**src/design/mtgd_pkg.sv**
```systemverilog
// shared types and constants of the teleinformation group decoder
package mtgd_pkg;

  localparam int TIME_LEN    = 13;
  localparam int QUEUE_DEPTH = 2;

  localparam logic [6:0] SEP_OLD    = 7'h20;
  localparam logic [6:0] SEP_STD    = 7'h09;
  localparam logic [6:0] CS_BASE    = 7'h20;
  localparam logic [6:0] CHAR_ZERO  = 7'h30;
  localparam logic [6:0] CHAR_NINE  = 7'h39;

  localparam logic [1:0] ST_GOOD      = 2'd0;
  localparam logic [1:0] ST_BAD       = 2'd1;
  localparam logic [1:0] ST_FRAME_OK  = 2'd2;
  localparam logic [1:0] ST_FRAME_BAD = 2'd3;

  localparam logic [2:0] CFG_STANDARD_MODE = 3'd0;
  localparam logic [2:0] CFG_FRAME_START   = 3'd1;
  localparam logic [2:0] CFG_FRAME_END     = 3'd2;
  localparam logic [2:0] CFG_GROUP_START   = 3'd3;
  localparam logic [2:0] CFG_GROUP_END     = 3'd4;

  typedef enum logic [1:0] {
    OP_CONTENT,
    OP_GROUP_START,
    OP_REPORT,
    OP_FRAME_END
  } op_t;

  typedef struct packed {
    op_t        op;
    logic [6:0] ch;
    logic       balanced;
  } entry_t;

  typedef struct packed {
    logic [6:0] frame_start;
    logic [6:0] frame_end;
    logic [6:0] group_start;
    logic [6:0] group_end;
  } codes_t;

endpackage

```
**src/design/meter_teleinfo_group_decoder_core.sv**
```systemverilog
// top level of the teleinformation group decoder: config registers and the front/queue/back chain
//
// Decodes a meter teleinformation stream one 7-bit character per beat. A character is
// accepted every clock as long as the two-entry queue between the front end (framing and
// group counters) and the back end (field parsing, checksum, value and time decode) has
// room; the back end retires one queued character per clock unless a result waits on a
// full output register, so the sustained rate is one character per cycle. A group end or
// frame end result passes through the queue and then the output register before it appears
// on the out_ channel, and is held in that register; while that register is full
// and not taken, only characters that make a result stall, and once the queue fills
// in_ready drops. Configuration is written through cfg_we/cfg_index/cfg_data
// while the block is idle, a rule for the user that the block itself does not enforce.
module meter_teleinfo_group_decoder_core #(
  parameter int LABEL_CHARS = 9,
  parameter int MAX_GROUPS  = 255
) (
  input  logic        clk,
  input  logic        rst_n,
  input  logic        cfg_we,
  input  logic [2:0]  cfg_index,
  input  logic [6:0]  cfg_data,
  input  logic        in_valid,
  output logic        in_ready,
  input  logic [6:0]  in_rx_char,
  output logic        out_valid,
  input  logic        out_ready,
  output logic [1:0]  out_status,
  output logic [62:0] out_label_packed,
  output logic [63:0] out_value_number,
  output logic        out_has_time,
  output logic [6:0]  out_season_char,
  output logic [6:0]  out_year,
  output logic [6:0]  out_month,
  output logic [6:0]  out_day,
  output logic [6:0]  out_hour,
  output logic [6:0]  out_minute,
  output logic [6:0]  out_second
);
  import mtgd_pkg::*;

  logic   standard_mode_r;
  codes_t codes_r;

  logic   q_ready;
  logic   q_push;
  entry_t push_entry;
  logic   q_valid;
  entry_t head_entry;
  logic   q_pop;

  always_ff @(posedge clk) begin
    if (!rst_n) begin
      standard_mode_r     <= 1'b0;
      codes_r.frame_start <= 7'd2;
      codes_r.frame_end   <= 7'd3;
      codes_r.group_start <= 7'd10;
      codes_r.group_end   <= 7'd13;
    end else if (cfg_we) begin
      unique case (cfg_index)
        CFG_STANDARD_MODE: standard_mode_r     <= cfg_data[0];
        CFG_FRAME_START:   codes_r.frame_start <= cfg_data;
        CFG_FRAME_END:     codes_r.frame_end   <= cfg_data;
        CFG_GROUP_START:   codes_r.group_start <= cfg_data;
        CFG_GROUP_END:     codes_r.group_end   <= cfg_data;
        default: begin
          // unmapped index, write dropped
          standard_mode_r <= standard_mode_r;
        end
      endcase
    end
  end

  mtgd_front #(
    .MAX_GROUPS (MAX_GROUPS)
  ) u_front (
    .clk        (clk),
    .rst_n      (rst_n),
    .in_valid   (in_valid),
    .in_ready   (in_ready),
    .in_rx_char (in_rx_char),
    .codes      (codes_r),
    .q_ready    (q_ready),
    .q_push     (q_push),
    .q_entry    (push_entry)
  );

  mtgd_queue u_queue (
    .clk        (clk),
    .rst_n      (rst_n),
    .push       (q_push),
    .push_entry (push_entry),
    .ready      (q_ready),
    .valid      (q_valid),
    .head_entry (head_entry),
    .pop        (q_pop)
  );

  mtgd_back #(
    .LABEL_CHARS (LABEL_CHARS)
  ) u_back (
    .clk              (clk),
    .rst_n            (rst_n),
    .standard_mode    (standard_mode_r),
    .q_valid          (q_valid),
    .q_entry          (head_entry),
    .q_pop            (q_pop),
    .out_valid        (out_valid),
    .out_ready        (out_ready),
    .out_status       (out_status),
    .out_label_packed (out_label_packed),
    .out_value_number (out_value_number),
    .out_has_time     (out_has_time),
    .out_season_char  (out_season_char),
    .out_year         (out_year),
    .out_month        (out_month),
    .out_day          (out_day),
    .out_hour         (out_hour),
    .out_minute       (out_minute),
    .out_second       (out_second)
  );

endmodule

```
**src/design/mtgd_front.sv**
```systemverilog
// front end: framing state, group counters and character classification
module mtgd_front #(
  parameter int MAX_GROUPS = 255
) (
  input  logic             clk,
  input  logic             rst_n,
  input  logic             in_valid,
  output logic             in_ready,
  input  logic [6:0]       in_rx_char,
  input  mtgd_pkg::codes_t codes,
  input  logic             q_ready,
  output logic             q_push,
  output mtgd_pkg::entry_t q_entry
);
  import mtgd_pkg::*;

  localparam int GW = $clog2(MAX_GROUPS + 1);
  localparam logic [GW-1:0] GMAX = GW'(MAX_GROUPS);

  logic          in_frame_r, in_frame_nxt;
  logic          in_group_r, in_group_nxt;
  logic [GW-1:0] opened_r, opened_nxt;
  logic [GW-1:0] closed_r, closed_nxt;
  logic          accept;
  logic          balanced;

  assign in_ready = q_ready;
  assign accept   = in_valid && q_ready;
  assign balanced = (opened_r != '0) && (opened_r == closed_r);

  always_comb begin
    in_frame_nxt     = in_frame_r;
    in_group_nxt     = in_group_r;
    opened_nxt       = opened_r;
    closed_nxt       = closed_r;
    q_push           = 1'b0;
    q_entry.op       = OP_CONTENT;
    q_entry.ch       = in_rx_char;
    q_entry.balanced = balanced;
    if (accept) begin
      priority if (in_rx_char == codes.frame_start) begin
        in_frame_nxt = 1'b1;
        in_group_nxt = 1'b0;
        opened_nxt   = '0;
        closed_nxt   = '0;
      end else if (!in_frame_r) begin
        // idle line between frames
        in_frame_nxt = 1'b0;
      end else if (in_rx_char == codes.frame_end) begin
        in_frame_nxt = 1'b0;
        in_group_nxt = 1'b0;
        q_push       = 1'b1;
        q_entry.op   = OP_FRAME_END;
      end else if (in_rx_char == codes.group_start) begin
        if (opened_r < GMAX) opened_nxt = opened_r + 1'b1;
        in_group_nxt = 1'b1;
        q_push       = 1'b1;
        q_entry.op   = OP_GROUP_START;
      end else if (in_rx_char == codes.group_end) begin
        if (closed_r < GMAX) closed_nxt = closed_r + 1'b1;
        if (in_group_r) begin
          in_group_nxt = 1'b0;
          q_push       = 1'b1;
          q_entry.op   = OP_REPORT;
        end
      end else begin
        q_push = in_group_r;
      end
    end
  end

  always_ff @(posedge clk) begin
    if (!rst_n) begin
      in_frame_r <= 1'b0;
      in_group_r <= 1'b0;
      opened_r   <= '0;
      closed_r   <= '0;
    end else begin
      in_frame_r <= in_frame_nxt;
      in_group_r <= in_group_nxt;
      opened_r   <= opened_nxt;
      closed_r   <= closed_nxt;
    end
  end

endmodule

```
**src/design/mtgd_queue.sv**
```systemverilog
// two-entry queue between the front end and the back end
module mtgd_queue (
  input  logic             clk,
  input  logic             rst_n,
  input  logic             push,
  input  mtgd_pkg::entry_t push_entry,
  output logic             ready,
  output logic             valid,
  output mtgd_pkg::entry_t head_entry,
  input  logic             pop
);
  import mtgd_pkg::*;

  localparam int PW = (QUEUE_DEPTH > 1) ? $clog2(QUEUE_DEPTH) : 1;
  localparam int CW = $clog2(QUEUE_DEPTH + 1);
  localparam logic [PW-1:0] PLAST = PW'(QUEUE_DEPTH - 1);
  localparam logic [CW-1:0] CFULL = CW'(QUEUE_DEPTH);

  entry_t        store_r [QUEUE_DEPTH];
  logic [PW-1:0] wr_ptr_r, wr_ptr_nxt;
  logic [PW-1:0] rd_ptr_r, rd_ptr_nxt;
  logic [CW-1:0] count_r, count_nxt;

  assign ready      = (count_r != CFULL);
  assign valid      = (count_r != '0);
  assign head_entry = store_r[rd_ptr_r];

  always_comb begin
    wr_ptr_nxt = wr_ptr_r;
    rd_ptr_nxt = rd_ptr_r;
    count_nxt  = count_r;
    if (push) wr_ptr_nxt = (wr_ptr_r == PLAST) ? '0 : wr_ptr_r + 1'b1;
    if (pop)  rd_ptr_nxt = (rd_ptr_r == PLAST) ? '0 : rd_ptr_r + 1'b1;
    if (push && !pop) count_nxt = count_r + 1'b1;
    else if (pop && !push) count_nxt = count_r - 1'b1;
  end

  always_ff @(posedge clk) begin
    if (!rst_n) begin
      wr_ptr_r <= '0;
      rd_ptr_r <= '0;
      count_r  <= '0;
    end else begin
      wr_ptr_r <= wr_ptr_nxt;
      rd_ptr_r <= rd_ptr_nxt;
      count_r  <= count_nxt;
    end
  end

  always_ff @(posedge clk) begin
    if (push) store_r[wr_ptr_r] <= push_entry;
  end

`ifndef ASSERT_OFF
  a_count_range: assert property (@(posedge clk) disable iff (!rst_n)
    count_r <= CFULL)
    else $error("queue count out of range");
  a_pop_nonempty: assert property (@(posedge clk) disable iff (!rst_n)
    pop |-> count_r != '0)
    else $error("pop from empty queue");
  a_push_room: assert property (@(posedge clk) disable iff (!rst_n)
    push |-> count_r != CFULL)
    else $error("push into full queue");
`endif

endmodule

```
**src/design/mtgd_back.sv**
```systemverilog
// back end: group field parsing, checksum, value and timestamp decode, result register
module mtgd_back #(
  parameter int LABEL_CHARS = 9
) (
  input  logic             clk,
  input  logic             rst_n,
  input  logic             standard_mode,
  input  logic             q_valid,
  input  mtgd_pkg::entry_t q_entry,
  output logic             q_pop,
  output logic             out_valid,
  input  logic             out_ready,
  output logic [1:0]       out_status,
  output logic [62:0]      out_label_packed,
  output logic [63:0]      out_value_number,
  output logic             out_has_time,
  output logic [6:0]       out_season_char,
  output logic [6:0]       out_year,
  output logic [6:0]       out_month,
  output logic [6:0]       out_day,
  output logic [6:0]       out_hour,
  output logic [6:0]       out_minute,
  output logic [6:0]       out_second
);
  import mtgd_pkg::*;

  localparam int LW  = 7 * LABEL_CHARS;
  localparam int LCW = $clog2(LABEL_CHARS + 1);
  localparam logic [LCW-1:0] LMAX = LCW'(LABEL_CHARS);
  localparam logic [3:0] TLEN = 4'(TIME_LEN);

  // group state
  logic [2:0]     seps_r;
  logic [5:0]     sum_tv_r;
  logic [5:0]     sum_time_r;
  logic [6:0]     cap2_r;
  logic [6:0]     cap3_r;
  logic           pend2_r;
  logic           pend3_r;
  logic [LW-1:0]  label_r;
  logic [LCW-1:0] label_count_r;
  logic [63:0]    value_acc_r;
  logic           value_done_r;
  logic [63:0]    third_acc_r;
  logic           third_done_r;
  logic [3:0]     tlen_r;
  logic [6:0]     time_chars_r [TIME_LEN];

  // result register
  logic        out_valid_r, out_valid_nxt;
  logic [1:0]  status_r;
  logic [62:0] label_out_r;
  logic [63:0] value_out_r;
  logic        has_time_r;
  logic [6:0]  season_r, year_r, month_r, day_r, hour_r, minute_r, second_r;

  logic        is_result;
  logic        do_pop;
  logic [6:0]  c;
  logic [6:0]  sep;
  logic        is_sep;
  logic        is_digit;
  logic [63:0] dig_acc_in;
  logic [67:0] dig_wide;
  logic [63:0] dig_acc_out;
  logic        tc_we;
  logic        good;
  logic        timed;
  logic        std3;
  logic [5:0]  label_shamt;
  logic [LW-1:0] label_aligned;
  logic [5:0]  sum_std2;
  logic [5:0]  sum_std3;

  function automatic logic [6:0] two_digits(input logic [6:0] a, input logic [6:0] b);
    return 7'(a[3:0]) * 7'd10 + 7'(b[3:0]);
  endfunction

  assign c         = q_entry.ch;
  assign sep       = standard_mode ? SEP_STD : SEP_OLD;
  assign is_sep    = (c == sep);
  assign is_digit  = (c >= CHAR_ZERO) && (c <= CHAR_NINE);
  assign is_result = (q_entry.op == OP_REPORT) || (q_entry.op == OP_FRAME_END);
  assign q_pop     = q_valid && (!is_result || !out_valid_r || out_ready);
  assign do_pop    = q_pop;

  // shared decimal step, saturating: acc*10 + d
  assign dig_acc_in  = (seps_r == 3'd2) ? third_acc_r : value_acc_r;
  assign dig_wide    = {1'b0, dig_acc_in, 3'b0} + {3'b0, dig_acc_in, 1'b0} + 68'(c[3:0]);
  assign dig_acc_out = (dig_wide[67:64] != 4'b0) ? '1 : dig_wide[63:0];

  assign tc_we = do_pop && (q_entry.op == OP_CONTENT) && !is_sep && (seps_r == 3'd1)
               && (tlen_r < TLEN);

  // group verdict
  assign std3     = standard_mode && (seps_r == 3'd3);
  assign sum_std2 = sum_tv_r + SEP_STD[5:0];
  assign sum_std3 = sum_tv_r + sum_time_r;

  always_comb begin
    good = 1'b0;
    if (!standard_mode) begin
      good = (seps_r >= 3'd2) && (cap2_r == {1'b0, sum_tv_r} + CS_BASE);
    end else if (seps_r == 3'd2) begin
      good = (cap2_r == {1'b0, sum_std2} + CS_BASE);
    end else if (seps_r == 3'd3) begin
      good = (cap3_r == {1'b0, sum_std3} + CS_BASE);
    end
  end

  always_comb begin
    timed = std3 && (tlen_r == TLEN);
    for (int i = 1; i < TIME_LEN; i++) begin
      if ((time_chars_r[i] < CHAR_ZERO) || (time_chars_r[i] > CHAR_NINE)) timed = 1'b0;
    end
  end

  assign label_shamt   = 6'((LABEL_CHARS - int'(label_count_r)) * 7);
  assign label_aligned = label_r << label_shamt;

  always_comb begin
    out_valid_nxt = out_valid_r;
    if (do_pop && is_result) out_valid_nxt = 1'b1;
    else if (out_ready) out_valid_nxt = 1'b0;
  end

  always_ff @(posedge clk) begin
    if (!rst_n) begin
      out_valid_r <= 1'b0;
    end else begin
      out_valid_r <= out_valid_nxt;
    end
  end

  always_ff @(posedge clk) begin
    if (do_pop && is_result) begin
      if (q_entry.op == OP_FRAME_END) begin
        status_r    <= q_entry.balanced ? ST_FRAME_OK : ST_FRAME_BAD;
        label_out_r <= '0;
        value_out_r <= '0;
      end else begin
        status_r    <= good ? ST_GOOD : ST_BAD;
        label_out_r <= 63'(label_aligned);
        value_out_r <= std3 ? third_acc_r : value_acc_r;
      end
      if ((q_entry.op == OP_REPORT) && timed) begin
        has_time_r <= 1'b1;
        season_r   <= time_chars_r[0];
        year_r     <= two_digits(time_chars_r[1],  time_chars_r[2]);
        month_r    <= two_digits(time_chars_r[3],  time_chars_r[4]);
        day_r      <= two_digits(time_chars_r[5],  time_chars_r[6]);
        hour_r     <= two_digits(time_chars_r[7],  time_chars_r[8]);
        minute_r   <= two_digits(time_chars_r[9],  time_chars_r[10]);
        second_r   <= two_digits(time_chars_r[11], time_chars_r[12]);
      end else begin
        has_time_r <= 1'b0;
        season_r   <= '0;
        year_r     <= '0;
        month_r    <= '0;
        day_r      <= '0;
        hour_r     <= '0;
        minute_r   <= '0;
        second_r   <= '0;
      end
    end
  end

  always_ff @(posedge clk) begin
    if (!rst_n) begin
      seps_r        <= '0;
      sum_tv_r      <= '0;
      sum_time_r    <= '0;
      cap2_r        <= '0;
      cap3_r        <= '0;
      pend2_r       <= 1'b0;
      pend3_r       <= 1'b0;
      label_r       <= '0;
      label_count_r <= '0;
      value_acc_r   <= '0;
      value_done_r  <= 1'b0;
      third_acc_r   <= '0;
      third_done_r  <= 1'b0;
      tlen_r        <= '0;
    end else if (do_pop && (q_entry.op == OP_GROUP_START)) begin
      seps_r        <= '0;
      sum_tv_r      <= '0;
      sum_time_r    <= '0;
      cap2_r        <= '0;
      cap3_r        <= '0;
      pend2_r       <= 1'b0;
      pend3_r       <= 1'b0;
      label_r       <= '0;
      label_count_r <= '0;
      value_acc_r   <= '0;
      value_done_r  <= 1'b0;
      third_acc_r   <= '0;
      third_done_r  <= 1'b0;
      tlen_r        <= '0;
    end else if (do_pop && (q_entry.op == OP_CONTENT)) begin
      // checksum character is the one right after the separator
      if (pend2_r) cap2_r <= c;
      else if (pend3_r) cap3_r <= c;
      pend2_r <= 1'b0;
      pend3_r <= 1'b0;
      if (is_sep) begin
        if (seps_r == 3'd0) sum_tv_r <= sum_tv_r + c[5:0];
        else if ((seps_r == 3'd1) || (seps_r == 3'd2)) sum_time_r <= sum_time_r + c[5:0];
        if (seps_r != 3'd7) seps_r <= seps_r + 1'b1;
        pend2_r <= (seps_r == 3'd1);
        pend3_r <= (seps_r == 3'd2);
      end else begin
        unique case (seps_r)
          3'd0: begin
            sum_tv_r <= sum_tv_r + c[5:0];
            if (label_count_r < LMAX) begin
              label_r       <= (label_r << 7) | LW'(c);
              label_count_r <= label_count_r + 1'b1;
            end
          end
          3'd1: begin
            sum_tv_r <= sum_tv_r + c[5:0];
            if (!value_done_r) begin
              if (is_digit) value_acc_r <= dig_acc_out;
              else value_done_r <= 1'b1;
            end
            if (tlen_r <= TLEN) tlen_r <= tlen_r + 1'b1;
          end
          3'd2: begin
            sum_time_r <= sum_time_r + c[5:0];
            if (!third_done_r) begin
              if (is_digit) third_acc_r <= dig_acc_out;
              else third_done_r <= 1'b1;
            end
          end
          default: begin
            // trailing fields carry nothing
            third_done_r <= third_done_r;
          end
        endcase
      end
    end
  end

  always_ff @(posedge clk) begin
    if (tc_we) time_chars_r[tlen_r] <= c;
  end

  assign out_valid        = out_valid_r;
  assign out_status       = status_r;
  assign out_label_packed = label_out_r;
  assign out_value_number = value_out_r;
  assign out_has_time     = has_time_r;
  assign out_season_char  = season_r;
  assign out_year         = year_r;
  assign out_month        = month_r;
  assign out_day          = day_r;
  assign out_hour         = hour_r;
  assign out_minute       = minute_r;
  assign out_second       = second_r;

`ifndef ASSERT_OFF
  a_frame_clean: assert property (@(posedge clk) disable iff (!rst_n)
    out_valid && ((out_status == ST_FRAME_OK) || (out_status == ST_FRAME_BAD))
      |-> (out_label_packed == '0) && (out_value_number == '0) && !out_has_time)
    else $error("frame end beat carries group fields");
  a_no_time_zero: assert property (@(posedge clk) disable iff (!rst_n)
    out_valid && !out_has_time
      |-> (out_season_char == '0) && (out_year == '0) && (out_month == '0)
          && (out_day == '0) && (out_hour == '0) && (out_minute == '0)
          && (out_second == '0))
    else $error("time fields set without a timestamp");
  a_result_waits: assert property (@(posedge clk) disable iff (!rst_n)
    q_pop && is_result && out_valid_r |-> out_ready)
    else $error("result register overwritten before taken");
`endif

endmodule

```
**config.mk**
```make
export PLATFORM = sky130hd
export DESIGN_NAME = meter_teleinfo_group_decoder_core
export DESIGN_NICKNAME = d
export VERILOG_FILES = /design/src/design/mtgd_pkg.sv /design/src/design/meter_teleinfo_group_decoder_core.sv /design/src/design/mtgd_front.sv /design/src/design/mtgd_queue.sv /design/src/design/mtgd_back.sv
export SDC_FILE = /design/constraint.sdc
export NUM_CORES = 2
export LEC_CHECK = 0
export BUFFER_PORTS_ARGS = -buffer_cell sky130_fd_sc_hd__buf_2
export CAP_MARGIN = 30
export CORE_MARGIN = 4
export CORE_UTILIZATION = 46
export CTS_BUF_LIST = sky130_fd_sc_hd__clkbuf_4
export DETAILED_ROUTE_END_ITERATION = 8
export SYNTH_ARGS = -nofsm -noshare
export SYNTH_HDL_FRONTEND = slang
export SYNTH_SLANG_ARGS = --single-unit
```
**constraint.sdc**
```tcl
create_clock -name clk -period 41 [get_ports clk]
set_clock_uncertainty 0.05 [all_clocks]
set_input_delay 12.3 -clock clk [delete_from_list [all_inputs] [get_ports clk]]
set_output_delay 12.3 -clock clk [all_outputs]
set_load 0.01 [all_outputs]
```
==> impl_metrics.tcl <==
set metrics [dict create \
    cap_violations 0 \
    startpoint_type "register" \
    syn_area_mm2 0.03290 \
    drive_above_1_share_pct 16.50 \
    tns_ps 0 \
    clk_latency_ps 1000 \
    hold_path_depth 2 \
    vdd_drop_max_uv 64.38 \
    cts_setup_buffers 0 \
    outcome "finished, final reports clean" \
    arrival_ps 1830 \
    post-dp-hpwl_um 58180 \
    grt_pass1_wl_um 135000 \
    path_class "register to output port" \
    internal_power_uw 1160 \
    drv_slew 0 \
    numCtsBuffers 156 \
    yosysTopAreaCell "edfxtp_1" \
    finalCritPeriodShare_pct 34.58 \
    required_ps 28650 \
    rsz0062_at_grt "false" \
    worst_slack_ps 26820 \
    synth-seq-cells 575 \
    synth_edf_count 290 \
    switching_share_pct 37.78 \
    ctsResizeCount 0 \
    p_switching_uw 704.5 \
    root_buffer "clkbuf_4" \
    clk_pin_slew_worst_paths_ps 70 \
    drtPass1Iterations 5 \
    fmax_ghz 0.07054 \
    ys.flop_type "edfxtp_1" \
    die_area_mm2 0.07587 \
    die_h_um 275.4 \
    cp_max_fo 5 \
    vias 26290 \
    cts_hold_buffers 0 \
    final-hold-violation-count 0 \
    antenna_found_initial 2 \
    wl_um 84220 \
    max_slew.worst_pin.slew_ps 882.9 \
    combinationalPowerShare_pct 34.4 \
    crit_family "flip-flops" \
    final_cell_mix "nand2_1, edfxtp_1, nor2_1" \
    synth_area_leaders "edfxtp_1, dfxtp_1, ha_1" \
    synth_nets 3789 \
    avgSynthCellArea_um2 9.289 \
    final_common_cell "nand2_1" \
    die_x_um 275.4 \
    drc 0 \
    clkPwrFrac_pct 28.3 \
    whs_ps 401.3 \
    power.leakage_uw 0.01512 \
    reg2reg_depth 15 \
    start_util_pct 46.66 \
    area_growth_pct 11.59 \
    grt_overflow_total 0 \
    end_kind "output port" \
    crit_chain "nand2b_1 -> buf_2" \
    drt.antenna.violating_nets 0 \
    hold_class "register to register" \
    ios 203 \
    drt_iter0_markers 1797 \
    worstSetupPathDepth 2 \
    finalSetupViolations 0 \
    clock_path_buffers 3 \
    viasPerCell 5.485 \
    period_needed_ps 14180 \
    critPathLaunch "u_queue.count_r[0]" \
    fin_nets 3968 \
    crit_slowest_cell "dfxtp_1" \
    seq_power_share_pct 37.3 \
    h-tree-depth 4 \
    port_buffers 202 \
    clock_sinks 575 \
    grt_max_degree 85 \
    fill_cells 6668 \
    num_rows 97 \
    gr-usage-all-layers_pct 21.96 \
    async_flop_share_pct 0 \
    yosysTopAreaCellShare_pct 26.47 \
    hold_path_startpoint "u_back.pend3_r" \
    yosysSeqAreaShare_pct 43.81 \
    synthDistinctLibCells 85 \
    core_mm2 0.07051 \
    pre_cts_ws_ps 26140 \
    syn_inst 3542 \
    pwr_density_cell_mw_per_mm2 50.79 \
    wl_per_cell_um 17.57 \
    grt_pass1_vias 25170 \
    place_congestion 0.9007 \
    slowest_delay_ps 420 \
    cp.buffers_inverters 1 \
    cts_tree "yes" \
    fin_util_pct 52.07 \
    slew_headroom_pct 40.39 \
    yosysWarningCount 0 \
]
worst register-to-register path, delay by kind of cell (launching register included):
family	cells	cell delay [ps]
AOI/OAI and AO/OA	7	2180
adders and majority gates	2	600
buffers and inverters	2	920
DFF	1	840
muxes	2	1020
and+or+nand+nor	2	500
synthesized netlist by cell type, types with 17 or more instances:
cell,count
inv_1,73
nand2_1,683
clkbuf_1,167
and2_1,48
or3_1,18
nand2b_1,17
edfxtp_1,290
a21oi_1,283
buf_2,29
xor2_1,82
dfxtp_1,285
nand4_1,44
a211oi_1,39
fa_1,19
a31oi_1,120
o21ai_0,216
o21bai_1,22
mux2i_1,71
ha_1,206
a21o_1,45
xnor2_1,89
nand3_1,40
nor2_1,286
a21boi_0,22
o221a_2,21
mux4_2,49
nor3_1,27
nor2b_1,49
cell type report:
type,count,area (um^2),share of cell area (%)
clock inverter,48,296.5,0.8077
antenna,4,10.01,0.02726
sequential,575,14420,39.27
timing repair buffer,239,1349,3.674
clock buffer,238,1787,4.866
inverter,75,281.5,0.7668
multi-input combinational,2674,17400,47.39
tap,940,1176,3.203
stage by stage:
stage	total power, uW	instance area [um^2]	cells
floorplan	1173	32900	3542
global placement	1343	34530	4499
detailed placement	1345	34570	4501
CTS	1881	36650	4787
global route	1987	36720	4793
finish	1865	36720	4793
layer usage:
| metal | routed length [um] | track usage (%) |
|---|---|---|
| met5 | 0 | 0 |
| met4 | 2031 | 7.506 |
| met3 | 4590 | 3.860 |
| met2 | 38280 | 34.88 |
| met1 | 39320 | 30.45 |
worst paths after layout:
kind | endpoint | slack [ps]
max | in_ready | 26820
min | u_back.pend3_r | 400
max reg2reg | u_back.value_acc_r[33] | 34680
min reg2reg | u_back.pend3_r | 400
power groups by stage:
| stage | Clock [uW] | Sequential, uW | Combinational [uW] |
|---|---|---|---|
| 6_report | 528 | 696 | 641 |
| 5_1_grt | 581 | 701 | 706 |
| 4_1_cts | 546 | 697 | 637 |
| 3_5_place_dp | 0 | 709 | 636 |
| 3_3_place_gp | 0 | 709 | 634 |
| 2_1_floorplan | 0 | 735 | 438 |
cells by family (layout without fill, tap and decap cells):
| group | after synthesis | count (layout) | share of synthesized area [%] |
|---|---|---|---|
| adders and majority gates | 225 | 225 | 8.990 |
| xor gates and xnor gates | 171 | 171 | 4.552 |
| other | 0 | 4 | 0 |
| and+or+nand+nor | 1267 | 1267 | 16.72 |
| muxes | 137 | 137 | 6.164 |
| buffers and inverters | 293 | 600 | 3.624 |
| AOI/OAI and AO/OA | 874 | 874 | 16.14 |
| DFF | 575 | 575 | 43.81 |
flip-flops by register name, indices dropped and copies added, names as in the netlist, 8 cells and up, named ones only:
name and cells:
codes_r 28, u_back.label_r 63, u_back.out_label_packed 63, u_back.out_value_number 64
u_back.third_acc_r 64, u_back.time_chars_r 91, u_back.value_acc_r 64, u_front.closed_r 8
u_front.opened_r 8, u_queue.store_r 20
Note: power is estimated with default switching activity, not from simulation.
